## src/sv/tvsd_pkg.sv

```systemverilog
// Shared constants and types for the tagged value stream decoder.
// Used by tagged_value_stream_decoder; depends on nothing.
package tvsd_pkg;

    // Widest payload length accepted; longer declared lengths are rejected.
    localparam int unsigned LENGTH_WIDTH = 32;
    localparam logic [31:0] LEN_MAX = 32'((64'(1) << LENGTH_WIDTH) - 64'(1));

    // Tag bytes
    localparam logic [7:0] TAG_U8   = 8'h80;
    localparam logic [7:0] TAG_U16  = 8'h81;
    localparam logic [7:0] TAG_U32  = 8'h82;
    localparam logic [7:0] TAG_U64  = 8'h83;
    localparam logic [7:0] TAG_BARR = 8'h85;
    localparam logic [7:0] TAG_STR  = 8'h86;

    // Element kind held while an element is decoded (0..3 are number size codes)
    localparam logic [2:0] ELEM_STR  = 3'd4;
    localparam logic [2:0] ELEM_BARR = 3'd5;

    // Bytes of the big-endian length field
    localparam logic [3:0] LEN_BYTES = 4'd4;

    // Result kinds
    typedef enum logic [2:0] {
        KIND_NUMBER  = 3'd0,
        KIND_STR_HDR = 3'd1,
        KIND_ARR_HDR = 3'd2,
        KIND_PAYLOAD = 3'd3,
        KIND_END     = 3'd4,
        KIND_TRUNC   = 3'd5
    } t_kind;

endpackage

```

## src/sv/tagged_value_stream_decoder.sv

```systemverilog
// Tagged value stream decoder: one byte in, at most one result out per request.
// Results are registered; one byte per cycle unless the result output stalls.
// A single decode step sits between the parser state registers and the result register.
// Reset (i_rst_n low, synchronous) returns the parser to expect-tag and empties the output.
// Depends on tvsd_pkg.
module tagged_value_stream_decoder (
    input  logic        i_clk,
    input  logic        i_rst_n,
    // input channel
    input  logic        i_valid,
    output logic        o_ready,
    input  logic [7:0]  i_in_byte,
    input  logic        i_end_of_buffer,
    // result channel
    output logic        o_valid,
    input  logic        i_ready,
    output logic [2:0]  o_out_kind,
    output logic [63:0] o_number_value,
    output logic [1:0]  o_number_width,
    output logic [31:0] o_payload_length,
    output logic [7:0]  o_payload_byte,
    output logic        o_item_done,
    output logic        o_last_of_buffer
);

    // Parser phase
    typedef enum logic [2:0] {
        PH_TAG     = 3'd0,
        PH_NUM     = 3'd1,
        PH_LEN     = 3'd2,
        PH_PAY     = 3'd3,
        PH_DISCARD = 3'd4
    } t_phase;

    // Parser state
    t_phase                                r_phase, n_phase;
    logic [2:0]                            r_tag, n_tag;
    logic [3:0]                            r_cnt, n_cnt;
    logic [63:0]                           r_acc, n_acc;
    logic [tvsd_pkg::LENGTH_WIDTH-1:0]     r_rem, n_rem;

    // Result register
    logic        r_out_valid;
    logic [2:0]  r_kind;
    logic [63:0] r_num;
    logic [1:0]  r_width;
    logic [31:0] r_len;
    logic [7:0]  r_pbyte;
    logic        r_done;
    logic        r_last;

    // Decode step outputs
    logic        emit;
    logic [2:0]  res_kind;
    logic [63:0] res_num;
    logic [1:0]  res_width;
    logic [31:0] res_len;
    logic [7:0]  res_pbyte;
    logic        res_done;
    logic        res_last;

    logic [63:0] acc_sh;
    logic [3:0]  cnt_dec;
    logic [31:0] len;
    logic [tvsd_pkg::LENGTH_WIDTH-1:0] rem_dec;
    logic        accept;

    // The output register frees up when it is empty or being drained this cycle,
    // so a new byte is taken in the same cycle a waiting result leaves.
    assign o_ready = !r_out_valid || i_ready;
    assign accept  = i_valid && o_ready;

    assign acc_sh  = {r_acc[55:0], i_in_byte};
    assign cnt_dec = r_cnt - 4'd1;
    assign len     = acc_sh[31:0];
    assign rem_dec = r_rem - tvsd_pkg::LENGTH_WIDTH'(1);

    always_comb begin
        n_phase   = r_phase;
        n_tag     = r_tag;
        n_cnt     = r_cnt;
        n_acc     = r_acc;
        n_rem     = r_rem;
        emit      = 1'b0;
        res_kind  = tvsd_pkg::KIND_NUMBER;
        res_num   = '0;
        res_width = '0;
        res_len   = '0;
        res_pbyte = '0;
        res_done  = 1'b0;
        res_last  = 1'b0;

        case (r_phase)
            PH_NUM: begin
                n_acc = acc_sh;
                n_cnt = cnt_dec;
                if (cnt_dec == 4'd0) begin
                    res_kind  = tvsd_pkg::KIND_NUMBER;
                    res_num   = acc_sh;
                    res_width = r_tag[1:0];
                    res_done  = 1'b1;
                    n_phase   = PH_TAG;
                    emit      = 1'b1;
                end else if (i_end_of_buffer) begin
                    res_kind = tvsd_pkg::KIND_TRUNC;
                    emit     = 1'b1;
                end
            end
            PH_LEN: begin
                n_acc = acc_sh;
                n_cnt = cnt_dec;
                if (cnt_dec == 4'd0) begin
                    if (len > tvsd_pkg::LEN_MAX) begin
                        // oversized length: drop the rest of the buffer
                        n_phase = PH_DISCARD;
                        if (i_end_of_buffer) begin
                            res_kind = tvsd_pkg::KIND_TRUNC;
                            emit     = 1'b1;
                        end
                    end else if (i_end_of_buffer && len != 32'd0) begin
                        res_kind = tvsd_pkg::KIND_TRUNC;
                        emit     = 1'b1;
                    end else begin
                        res_kind = (r_tag == tvsd_pkg::ELEM_STR) ? tvsd_pkg::KIND_STR_HDR
                                                                 : tvsd_pkg::KIND_ARR_HDR;
                        res_len  = len;
                        res_done = (len == 32'd0);
                        n_rem    = len[tvsd_pkg::LENGTH_WIDTH-1:0];
                        n_phase  = (len != 32'd0) ? PH_PAY : PH_TAG;
                        emit     = 1'b1;
                    end
                end else if (i_end_of_buffer) begin
                    res_kind = tvsd_pkg::KIND_TRUNC;
                    emit     = 1'b1;
                end
            end
            PH_PAY: begin
                n_rem = rem_dec;
                emit  = 1'b1;
                if (rem_dec == '0) begin
                    res_kind  = tvsd_pkg::KIND_PAYLOAD;
                    res_pbyte = i_in_byte;
                    res_done  = 1'b1;
                    n_phase   = PH_TAG;
                end else if (i_end_of_buffer) begin
                    res_kind = tvsd_pkg::KIND_TRUNC;
                end else begin
                    res_kind  = tvsd_pkg::KIND_PAYLOAD;
                    res_pbyte = i_in_byte;
                end
            end
            PH_DISCARD: begin
                if (i_end_of_buffer) begin
                    res_kind = tvsd_pkg::KIND_TRUNC;
                    emit     = 1'b1;
                end
            end
            default: begin
                // expect tag; zero and unknown bytes are skipped
                if (i_in_byte inside {[tvsd_pkg::TAG_U8:tvsd_pkg::TAG_U64]}) begin
                    n_tag   = {1'b0, i_in_byte[1:0]};
                    n_cnt   = 4'd1 << i_in_byte[1:0];
                    n_acc   = '0;
                    n_phase = PH_NUM;
                end else if (i_in_byte inside {tvsd_pkg::TAG_STR, tvsd_pkg::TAG_BARR}) begin
                    n_tag   = (i_in_byte == tvsd_pkg::TAG_STR) ? tvsd_pkg::ELEM_STR
                                                               : tvsd_pkg::ELEM_BARR;
                    n_cnt   = tvsd_pkg::LEN_BYTES;
                    n_acc   = '0;
                    n_phase = PH_LEN;
                end else begin
                    n_phase = PH_TAG;
                end
                if (i_end_of_buffer) begin
                    res_kind = (n_phase != PH_TAG) ? tvsd_pkg::KIND_TRUNC
                                                   : tvsd_pkg::KIND_END;
                    emit     = 1'b1;
                end
            end
        endcase

        // Final byte: always one result, and the parser starts over clean.
        if (i_end_of_buffer) begin
            res_last = 1'b1;
            if (!emit) begin
                res_kind = tvsd_pkg::KIND_TRUNC;
                emit     = 1'b1;
            end
            n_phase = PH_TAG;
            n_tag   = '0;
            n_cnt   = '0;
            n_acc   = '0;
            n_rem   = '0;
        end
    end

    // Parser state and result valid
    always_ff @(posedge i_clk) begin
        if (!i_rst_n) begin
            r_phase     <= PH_TAG;
            r_tag       <= '0;
            r_cnt       <= '0;
            r_acc       <= '0;
            r_rem       <= '0;
            r_out_valid <= 1'b0;
        end else begin
            if (accept) begin
                r_phase     <= n_phase;
                r_tag       <= n_tag;
                r_cnt       <= n_cnt;
                r_acc       <= n_acc;
                r_rem       <= n_rem;
                r_out_valid <= emit;
            end else if (i_ready) begin
                r_out_valid <= 1'b0;
            end
        end
    end

    // Result payload
    always_ff @(posedge i_clk) begin
        if (accept) begin
            r_kind  <= res_kind;
            r_num   <= res_num;
            r_width <= res_width;
            r_len   <= res_len;
            r_pbyte <= res_pbyte;
            r_done  <= res_done;
            r_last  <= res_last;
        end
    end

    assign o_valid          = r_out_valid;
    assign o_out_kind       = r_kind;
    assign o_number_value   = r_num;
    assign o_number_width   = r_width;
    assign o_payload_length = r_len;
    assign o_payload_byte   = r_pbyte;
    assign o_item_done      = r_done;
    assign o_last_of_buffer = r_last;

endmodule

```

## config.mk

```make
export PLATFORM = sky130hd
export DESIGN_NAME = tagged_value_stream_decoder
export DESIGN_NICKNAME = d
export VERILOG_FILES = /design/src/sv/tvsd_pkg.sv /design/src/sv/tagged_value_stream_decoder.sv
export SDC_FILE = /design/constraint.sdc
export NUM_CORES = 1
export LEC_CHECK = 0
export BUFFER_PORTS_ARGS = -buffer_cell sky130_fd_sc_hd__buf_2
export CORE_ASPECT_RATIO = 0.7
export CORE_MARGIN = 2
export CORE_UTILIZATION = 55
export DETAILED_ROUTE_END_ITERATION = 16
export GPL_TIMING_DRIVEN = 0
export HOLD_SLACK_MARGIN = 0.15
export PLACE_DENSITY = 0.86
export SLEW_MARGIN = 10
export SYNTH_ARGS = -nofsm -noshare
export SYNTH_HDL_FRONTEND = slang
export SYNTH_SLANG_ARGS = --single-unit
```

## constraint.sdc

```tcl
create_clock -name i_clk -period 8.05 [get_ports i_clk]
set_clock_uncertainty 0.05 [all_clocks]
set_input_delay 1.61 -clock i_clk [delete_from_list [all_inputs] [get_ports i_clk]]
set_output_delay 1.61 -clock i_clk [all_outputs]
set_load 0.03 [all_outputs]
```

After elaboration in Yosys (flattened, before gate mapping):

Index checks and enable logic that the tools add are counted.

* output and inout bits: 113
* flip-flop bits (word level): 210
* bits in writable memories: 0
* memory bits (read-only): 0
* bits of input ports: 13
* logic and storage cells: 119
* memories kept: 0
* latch bits: 0

* equal/unequal tests: 16
* $add $sub $neg: 2
* $lt $le $gt $ge: 3
* shifts and indexed selects: 1
* div/mod/pow operators: 0
* multiplexer cells: 58
* multiply operators: 0
* reductions and logical operators: 24
* bitwise logic cells: 2

Operators by type and width (count)
* $mux 56: 3
* $mux 32: 4
* $pmux 56 s2: 1
* $logic_not 32->1: 2
* $pmux 32 s2: 1
* $mux 3: 21
* $gt 32x32->1 const B: 1
* $reduce_bool 32->1: 1
* $sub 32x1->32 const B: 1
* $pmux 3 s4: 2
* $eq 8x8->1 const B: 2
* $mux 8: 2
* $ne 3x3->1 const B: 5
* $mux 1: 14
* $mux 4: 3
* $reduce_bool 3->1: 3
* $ge 8x8->1 const B: 1
* $le 8x8->1 const B: 1
* $mux 2: 4
* $pmux 4 s2: 1
* $reduce_or 4->1: 2
* $eq 3x2->1 const B: 2
* $eq 3x3->1 const B: 2
* $pmux 1 s3: 2
* 18 further kinds: 25

Depth between registers and ports, before layout:

Gate-level depths: netlist (run 1).

* word-level depth: 11
* depth in mapped cells: 13
* gate-level depth less buffers: 9

Worst setup path before layout (run 1):

No wires, ideal clock.

* kind: input to register
* from: in i_ready
* to: reg r_cnt[2]
* setup slack: 1.195 ns
* path buffers: 2
* data arrival time: 6.680 ns
* cell stages on the path: 7
* data required time: 7.874 ns
* setup time: 0.126 ns
* cell sequence: nand2b_1 -> and2_1 -> clkbuf_1 -> o21ai_1 -> clkbuf_1 -> o21ai_0 -> a21boi_0

* longest elaborated chain between the ends: 3

RTL lines
* from (decl): RTL line tagged_value_stream_decoder.sv:16 `input logic i_ready,`
* $logic_or 1x1->1: RTL line tagged_value_stream_decoder.sv:70 `assign o_ready = !r_out_valid || i_ready;`
* $logic_and 1x1->1: RTL line tagged_value_stream_decoder.sv:71 `assign accept = i_valid && o_ready;`
* net accept: RTL line tagged_value_stream_decoder.sv:66 `logic accept;`
* $reduce_and 3->1 (no line)
* to (signal assigned): RTL line tagged_value_stream_decoder.sv:210 `r_cnt <= n_cnt;`
* to (decl): RTL line tagged_value_stream_decoder.sv:38 `logic [3:0] r_cnt, n_cnt;`

The timed path passes the listed nets, and every way through them passes these cells.
A chain may end at the register's enable or synchronous reset.

Worst setup path after layout (run 1):

* from: in i_in_byte[3]
* to: reg r_acc[54]

* longest elaborated chain between the ends: 5
* elaborated cells on any way between the ends: 11
* those cells by class: 2 x order compare; 2 x eq/ne; 3 x mux; 4 x reduce/logical

RTL lines
* from (decl): RTL line tagged_value_stream_decoder.sv:12 `input logic [7:0] i_in_byte,`
* $ge 8x8->1 / $le 8x8->1 (equally long branches): RTL line tagged_value_stream_decoder.sv:160 `if (i_in_byte inside {[tvsd_pkg::TAG_U8:tvsd_pkg::TAG_U64]}) begin`
* $logic_and 1x1->1: RTL line tagged_value_stream_decoder.sv:160
* $mux 56: RTL line tagged_value_stream_decoder.sv:160
* $pmux 56 s2: RTL line tagged_value_stream_decoder.sv:93 `case (r_phase)`
* $mux 56: RTL line tagged_value_stream_decoder.sv:183 `if (i_end_of_buffer) begin`
* to (signal assigned): RTL line tagged_value_stream_decoder.sv:211 `r_acc <= n_acc;`
* to (decl): RTL line tagged_value_stream_decoder.sv:39 `logic [63:0] r_acc, n_acc;`

Parallel ways exist; a longest one is shown, timed or not.

==> results.py, run 1 <==
metrics = {
    "run_status": {
        "outcome": "finished clean",
    },
    "yosys": {
        "synth_top_cells_by_area": "sky130_fd_sc_hd__edfxtp_1, sky130_fd_sc_hd__dfxtp_1, sky130_fd_sc_hd__and3_1",
        "yosys.cell_types.count": 71,
        "yosysTopAreaCellShare_pct": 33.9,
        "synth_flop_cell": "sky130_fd_sc_hd__edfxtp_1",
        "seq_area_frac_synth_pct": 53.9,
        "synthesized_area_divided_by_synthesized_cell_count_um2": 9.89,
        "synth-seq-cells": 209,
        "postSynthCellCount": 994,
        "synth.cell_area_mm2": 0.00983,
        "synth_async_sr_flop_share_pct": 0,
        "synth-edff-count": 111,
        "yosys.area.top_type": "sky130_fd_sc_hd__edfxtp_1",
        "synth-warning-count": 0,
        "mapped_nets": 1016,
    },
    "flow_run": {
        "drv.max_cap_violation_count": 0,
    },
    "grt": {
        "pin_count_of_the_biggest_net_entering_global_routing": 55,
        "total_track_usage_pct": 30.6,
        "grt_pass1_vias": 7886,
        "gr-total-overflow": 0,
        "grt_antenna_before_repair": 1,
        "grt_first_pass_wirelength_um": 44300,
    },
    "setup_path": {
        "setup.worst_path.start_class": "primary input",
        "critPathRequiredTime_ps": 8400,
        "path_cells": "buf_2 -> nor4_1 -> o211ai_1 -> a21oi_1 -> o21a_1 -> clkbuf_1 -> buf_2 -> buf_2 -> nand3_1 -> a21boi_0",
        "worst_setup_path_end_kind": "flop",
        "critical_path.max_stage_delay_ps": 920,
        "r2r_setup_slack_ps": 4550,
        "timing.critical_path.fanout_max": 10,
        "slowest_stage": "sky130_fd_sc_hd__nor4_1",
        "worst-endpoint-arrival_ps": 4690,
        "timing_worst_setup_path_type": "primary input to flop",
        "cpMostUsedCell": "sky130_fd_sc_hd__buf_2",
    },
    "clock_tree": {
        "cts_num_sinks": 209,
        "tritoncts.num_buffers": 21,
        "clk_pin_slew_ps": 60,
        "cts_max_path_buffers": 3,
        "post_cts_buffers": 0,
        "clock_tree_from_tritoncts": "built",
        "clkLatencyLatePin_ps": 510,
        "cts-htree-levels": 1,
        "clock-root-buffer": "sky130_fd_sc_hd__clkbuf_16",
        "cts.repair.resized": 0,
        "cts.hold.buffers_added": 0,
    },
    "timing": {
        "timing.final.max_slew_violations": 0,
        "maxSlewHeadroom_pct": 28.2,
        "final.period_utilization_pct": 54.0,
        "number_of_endpoints_with_negative_hold_slack_in_the_final_report": 0,
        "achievable-frequency_mhz": 230,
        "post-route-min-period_ps": 4350,
        "rsz_0062_raised_after_global_routing": "no",
        "final_report_setup_violation_count": 0,
        "tightest_slew_ps": 1070,
    },
    "pwr": {
        "power-per-cell-area_mw_per_mm2": 212,
        "power.static_leakage_nw": 4.81,
        "worst_voltage_drop_across_the_vdd_grid_mv": 0.133,
    },
    "die": {
        "design.portCount": 126,
        "design.die.area_mm2": 0.0190,
        "placement_rows": 40,
        "die-width_um": 164,
        "dieHeight_um": 116,
        "effective_utilization_at_floorplan_pct": 56.7,
        "floorplan.core_area_mm2": 0.0173,
    },
    "cells_and_area": {
        "antenna_cells_inserted": 0,
        "layout-drive-gt1-share_pct": 16.9,
        "relative_area_change_from_synthesis_to_final_layout_pct": 17.4,
        "final_net_count": 1164,
        "layout.filler_cells": 1339,
        "final_util_pct": 66.6,
        "layout.cells.most_common_list": "sky130_fd_sc_hd__and3_1, sky130_fd_sc_hd__buf_2, sky130_fd_sc_hd__edfxtp_1",
        "layout.cell_area.non_filler_mm2": 0.0115,
        "layout.cells.most_common": "sky130_fd_sc_hd__and3_1",
    },
    "placement": {
        "number_of_buffers_inserted_by_port_buffering": 123,
        "placed_area_mm2": 0.0108,
        "gp_routability_congestion": 1.02,
        "hpwlAfterDp_um": 20300,
    },
    "min_path": {
        "timing.hold.worst.class": "flop to flop",
    },
    "drt": {
        "num_vias": 8625,
        "tritonroute_pass_1_iters": 6,
        "drt_first_iter_violations": 1156,
        "remaining_drc_errors": 0,
        "detail_route.wirelength_um": 29400,
        "antenna_violating_nets_post_route": 0,
        "route.detailed.vias_per_inst": 6.21,
        "post_drt_wl_per_cell_um": 21.2,
    },
}
report_power, final:
part           switching, mW  total, mW  leakage (nW)  internal [mW]
registers            0.00894       1.15          1.93           1.15
clock network          0.421       1.07         0.364          0.653
logic                  0.160      0.215          2.52         0.0554
total                  0.590       2.44          4.81           1.85
worst max-delay path: cells and delay by family:
kind            cells  cell delay (ps)
compound gates      4             1000
simple gates        2             1020
buf+inv             4             1050
final timing paths:
kind / startpoint / endpoint / cells after the start
worst max-delay path: i_in_byte[3] / r_acc[54] / 10
worst min-delay path: r_acc[53] / r_acc[53] / 2
worst max register to register: r_rem[0] / o_payload_byte[5] / 9
worst min register to register: r_acc[53] / r_acc[53] / 2
metal layers:
metal  wire [um]  global-route usage, %  up-vias
met2       12200                   44.6      579
met4         844                   9.53        0
met3        3990                   9.27       70
met5           0                      0        -
met1       12400                   44.2     4041
li1            -                      -     3935
Yosys cell counts (4+ instances only):
library cell,instances
sky130_fd_sc_hd__nand2_1,51
sky130_fd_sc_hd__and4_1,4
sky130_fd_sc_hd__a22oi_1,5
sky130_fd_sc_hd__nor2_1,56
sky130_fd_sc_hd__a21boi_0,25
sky130_fd_sc_hd__nor3_1,24
sky130_fd_sc_hd__o31a_1,6
sky130_fd_sc_hd__mux2i_1,4
sky130_fd_sc_hd__a21boi_1,10
sky130_fd_sc_hd__nand4_1,9
sky130_fd_sc_hd__nand3_1,34
sky130_fd_sc_hd__dfxtp_1,98
sky130_fd_sc_hd__o21ai_0,40
sky130_fd_sc_hd__o21ai_1,19
sky130_fd_sc_hd__a21oi_1,70
sky130_fd_sc_hd__nor2b_1,54
sky130_fd_sc_hd__ha_1,9
sky130_fd_sc_hd__xnor2_1,6
sky130_fd_sc_hd__edfxtp_1,111
sky130_fd_sc_hd__nor4_1,27
sky130_fd_sc_hd__o21a_1,4
sky130_fd_sc_hd__buf_2,11
sky130_fd_sc_hd__o211ai_1,4
sky130_fd_sc_hd__and2_1,20
sky130_fd_sc_hd__inv_1,14
sky130_fd_sc_hd__and3_1,139
sky130_fd_sc_hd__clkbuf_1,67
sky130_fd_sc_hd__a31oi_1,8
layout make-up:
| class | count | area (um2) | area share (%) |
|---|---|---|---|
| tap | 231 | 289 | 2.51 |
| inverter | 16 | 60.1 | 0.521 |
| buffer | 85 | 363 | 3.14 |
| timing repair buffer | 125 | 663 | 5.75 |
| clock buffer | 25 | 551 | 4.77 |
| sequential | 209 | 5300 | 45.9 |
| clock inverter | 13 | 204 | 1.77 |
| multi-input combinational | 684 | 4110 | 35.6 |
flip-flops by register name, summed over array words and instances, names as in the netlist:
signal,cells
o_item_done,1
o_last_of_buffer,1
o_number_value,64
o_number_width,2
o_out_kind,3
o_payload_byte,8
o_payload_length,32
o_valid,1
r_acc,56
r_cnt,4
r_phase,2
r_rem,32
r_tag,3
cell families (layout without fill, tap and decap cells):
logic type      count (synthesis)  after routing  share of synthesized area (%)
simple gates                  448            448                           26.1
compound gates                216            216                           13.6
flops                         209            209                           53.9
buf+inv                       101            264                           4.27
fa+ha+maj                       9              9                           1.15
xor+xnor                        7              7                          0.624
mux                             4              4                          0.407
per-stage QoR:
step | worst slack (ps) | hold WS [ps] | total power [mW] | TNS (ps) | instances
2_1_floorplan | 1190 | 386 | 1.32 | 0 | 994
3_3_place_gp | -1030 | 401 | 1.39 | -55810 | 1348
3_5_place_dp | 3440 | 405 | 1.39 | 0 | 1350
4_1_cts | 3880 | 412 | 2.44 | 0 | 1388
5_1_grt | 3550 | 444 | 2.50 | 0 | 1388
6_report | 3700 | 413 | 2.44 | 0 | 1388
No activity file was read; power rests on OpenSTA's default activity.
==> run 2, diff against run 1 <==
- clock period: 8.05 -> 4.5 ns (I/O delays scaled with it)
==> run 2 against run 1 <==
Compared with the run above: first-iteration DRC count shrank 1.4%; die area unchanged; sequential cell count did not move; register-to-register slack got worse by 3500 ps; sequential share of layout area is 0.60 points higher; count of clock-buffer cells in the layout increased by 3; via count is 0.10% higher; cell area decreased by 1.3%; utilization fell by 0.87 points; highest routed layer unchanged.
==> results.py, run 2 (synthesized netlist as in run 1, its figures left out) <==
metrics = {
    "run_status": {
        "outcome": "finished clean",
    },
    "clock_tree": {
        "post_cts_buffers": 0,
        "cts_num_sinks": 209,
        "clk_pin_slew_ps": 60,
        "clock_tree_from_tritoncts": "built",
        "cts.hold.buffers_added": 0,
        "tritoncts.num_buffers": 20,
        "clock-root-buffer": "sky130_fd_sc_hd__clkbuf_16",
        "clkLatencyLatePin_ps": 510,
        "cts.repair.resized": 0,
        "cts_max_path_buffers": 3,
        "cts-htree-levels": 1,
    },
    "cells_and_area": {
        "layout.filler_cells": 1378,
        "layout.cells.most_common": "sky130_fd_sc_hd__and3_1",
        "relative_area_change_from_synthesis_to_final_layout_pct": 15.9,
        "antenna_cells_inserted": 0,
        "layout.cells.most_common_list": "sky130_fd_sc_hd__and3_1, sky130_fd_sc_hd__buf_2, sky130_fd_sc_hd__edfxtp_1",
        "final_util_pct": 65.8,
        "final_net_count": 1162,
        "largest_reg_flops": 64,
        "final_cell_count_no_fill": 1385,
        "layout-drive-gt1-share_pct": 16.6,
    },
    "die": {
        "die-width_um": 164,
        "effective_utilization_at_floorplan_pct": 56.7,
        "design.portCount": 126,
        "dieHeight_um": 116,
        "placement_rows": 40,
        "design.die.area_mm2": 0.0190,
        "floorplan.core_area_mm2": 0.0173,
    },
    "timing": {
        "timing.final.max_slew_violations": 0,
        "layout_setup_ws_ps": 797,
        "post-route-min-period_ps": 3700,
        "final_report_setup_violation_count": 0,
        "rsz_0062_raised_after_global_routing": "no",
        "maxSlewHeadroom_pct": 17.6,
        "tightest_slew_ps": 1220,
        "number_of_endpoints_with_negative_hold_slack_in_the_final_report": 0,
        "final.period_utilization_pct": 82.3,
        "achievable-frequency_mhz": 270,
    },
    "setup_path": {
        "timing.critical_path.fanout_max": 10,
        "worst-endpoint-arrival_ps": 4070,
        "timing_worst_setup_path_type": "primary input to flop",
        "setup.worst_path.start_class": "primary input",
        "worst_setup_path_end_kind": "flop",
        "critPathRequiredTime_ps": 4870,
    },
    "placement": {
        "gp_routability_congestion": 1.02,
        "number_of_buffers_inserted_by_port_buffering": 123,
        "dp_worst_setup_slack_ps": 609,
        "placed_cells": 1349,
        "hpwlAfterDp_um": 20000,
    },
    "drt": {
        "drt_first_iter_violations": 1140,
        "route.detailed.vias_per_inst": 6.23,
        "remaining_drc_errors": 0,
        "num_vias": 8634,
        "antenna_violating_nets_post_route": 0,
        "post_drt_wl_per_cell_um": 20.5,
        "detail_route.wirelength_um": 28300,
        "tritonroute_pass_1_iters": 6,
    },
    "grt": {
        "pin_count_of_the_biggest_net_entering_global_routing": 81,
        "grt_pass1_vias": 7629,
        "grt_first_pass_wirelength_um": 43100,
        "grt_antenna_before_repair": 0,
        "gr-total-overflow": 0,
        "total_track_usage_pct": 29.8,
    },
    "pwr": {
        "power-per-cell-area_mw_per_mm2": 355,
        "power.static_leakage_nw": 4.74,
        "worst_voltage_drop_across_the_vdd_grid_mv": 0.270,
        "totalPowerFinal_mw": 4.04,
    },
    "min_path": {
        "timing.hold.worst.class": "flop to flop",
    },
    "flow_run": {
        "drv.max_cap_violation_count": 0,
    },
}
[run 2: per-layer routing]
layer / part of all wire (%) / GRT usage, % / vias to the layer above / routed length (um)
met5: 0 / 0 / - / 0
met4: 3.1 / 9.01 / 0 / 866
met3: 13 / 7.84 / 65 / 3750
met2: 41 / 41.5 / 541 / 11600
met1: 43 / 45.3 / 4090 / 12200
li1: - / - / 3938 / -
[run 2: layout make-up]
cell class,instances,area (um2),share of cell area (%)
Buffer,85,369,3.24
Multi-Input combinational cell,684,4110,36.1
Sequential cell,209,5300,46.5
Timing Repair Buffer,124,643,5.65
Clock inverter,8,57.6,0.505
Tap cell,231,289,2.54
Inverter,16,60.1,0.527
Clock buffer,28,561,4.92
[run 2: report_power, final]
group | internal, mW | switching [mW]
Sequential | 2.05 | 0.0155
Clock | 0.878 | 0.716
Combinational | 0.0974 | 0.284
Total | 3.02 | 1.02
[run 2: final timing paths]
kind,from,to,slack (ps),depth (start not counted)
setup / recovery,i_in_byte[3],r_acc[43],800,10
hold / removal,r_acc[50],r_acc[50],410,2
setup reg to reg,r_rem[0],o_out_kind[2],1030,10
hold reg to reg,r_acc[50],r_acc[50],410,2
[run 2: critical path, cell delays in order]
cell and delay (ps):
sky130_fd_sc_hd__buf_2 170, sky130_fd_sc_hd__nor4_1 1050, sky130_fd_sc_hd__o211ai_1 200, sky130_fd_sc_hd__a21oi_1 330
sky130_fd_sc_hd__o21a_1 210, sky130_fd_sc_hd__clkbuf_1 330, sky130_fd_sc_hd__buf_2 300, sky130_fd_sc_hd__buf_2 260
sky130_fd_sc_hd__nand3_1 100, sky130_fd_sc_hd__a21boi_0 210
[run 2: through the flow]
stage	TNS (ps)	instance area (um2)	hold slack [ps]
after floorplan	0	9830	386
after global placement	-38700	10700	401
after detailed placement	0	10800	406
after CTS	0	11400	412
after global routing	0	11400	435
final	0	11400	413
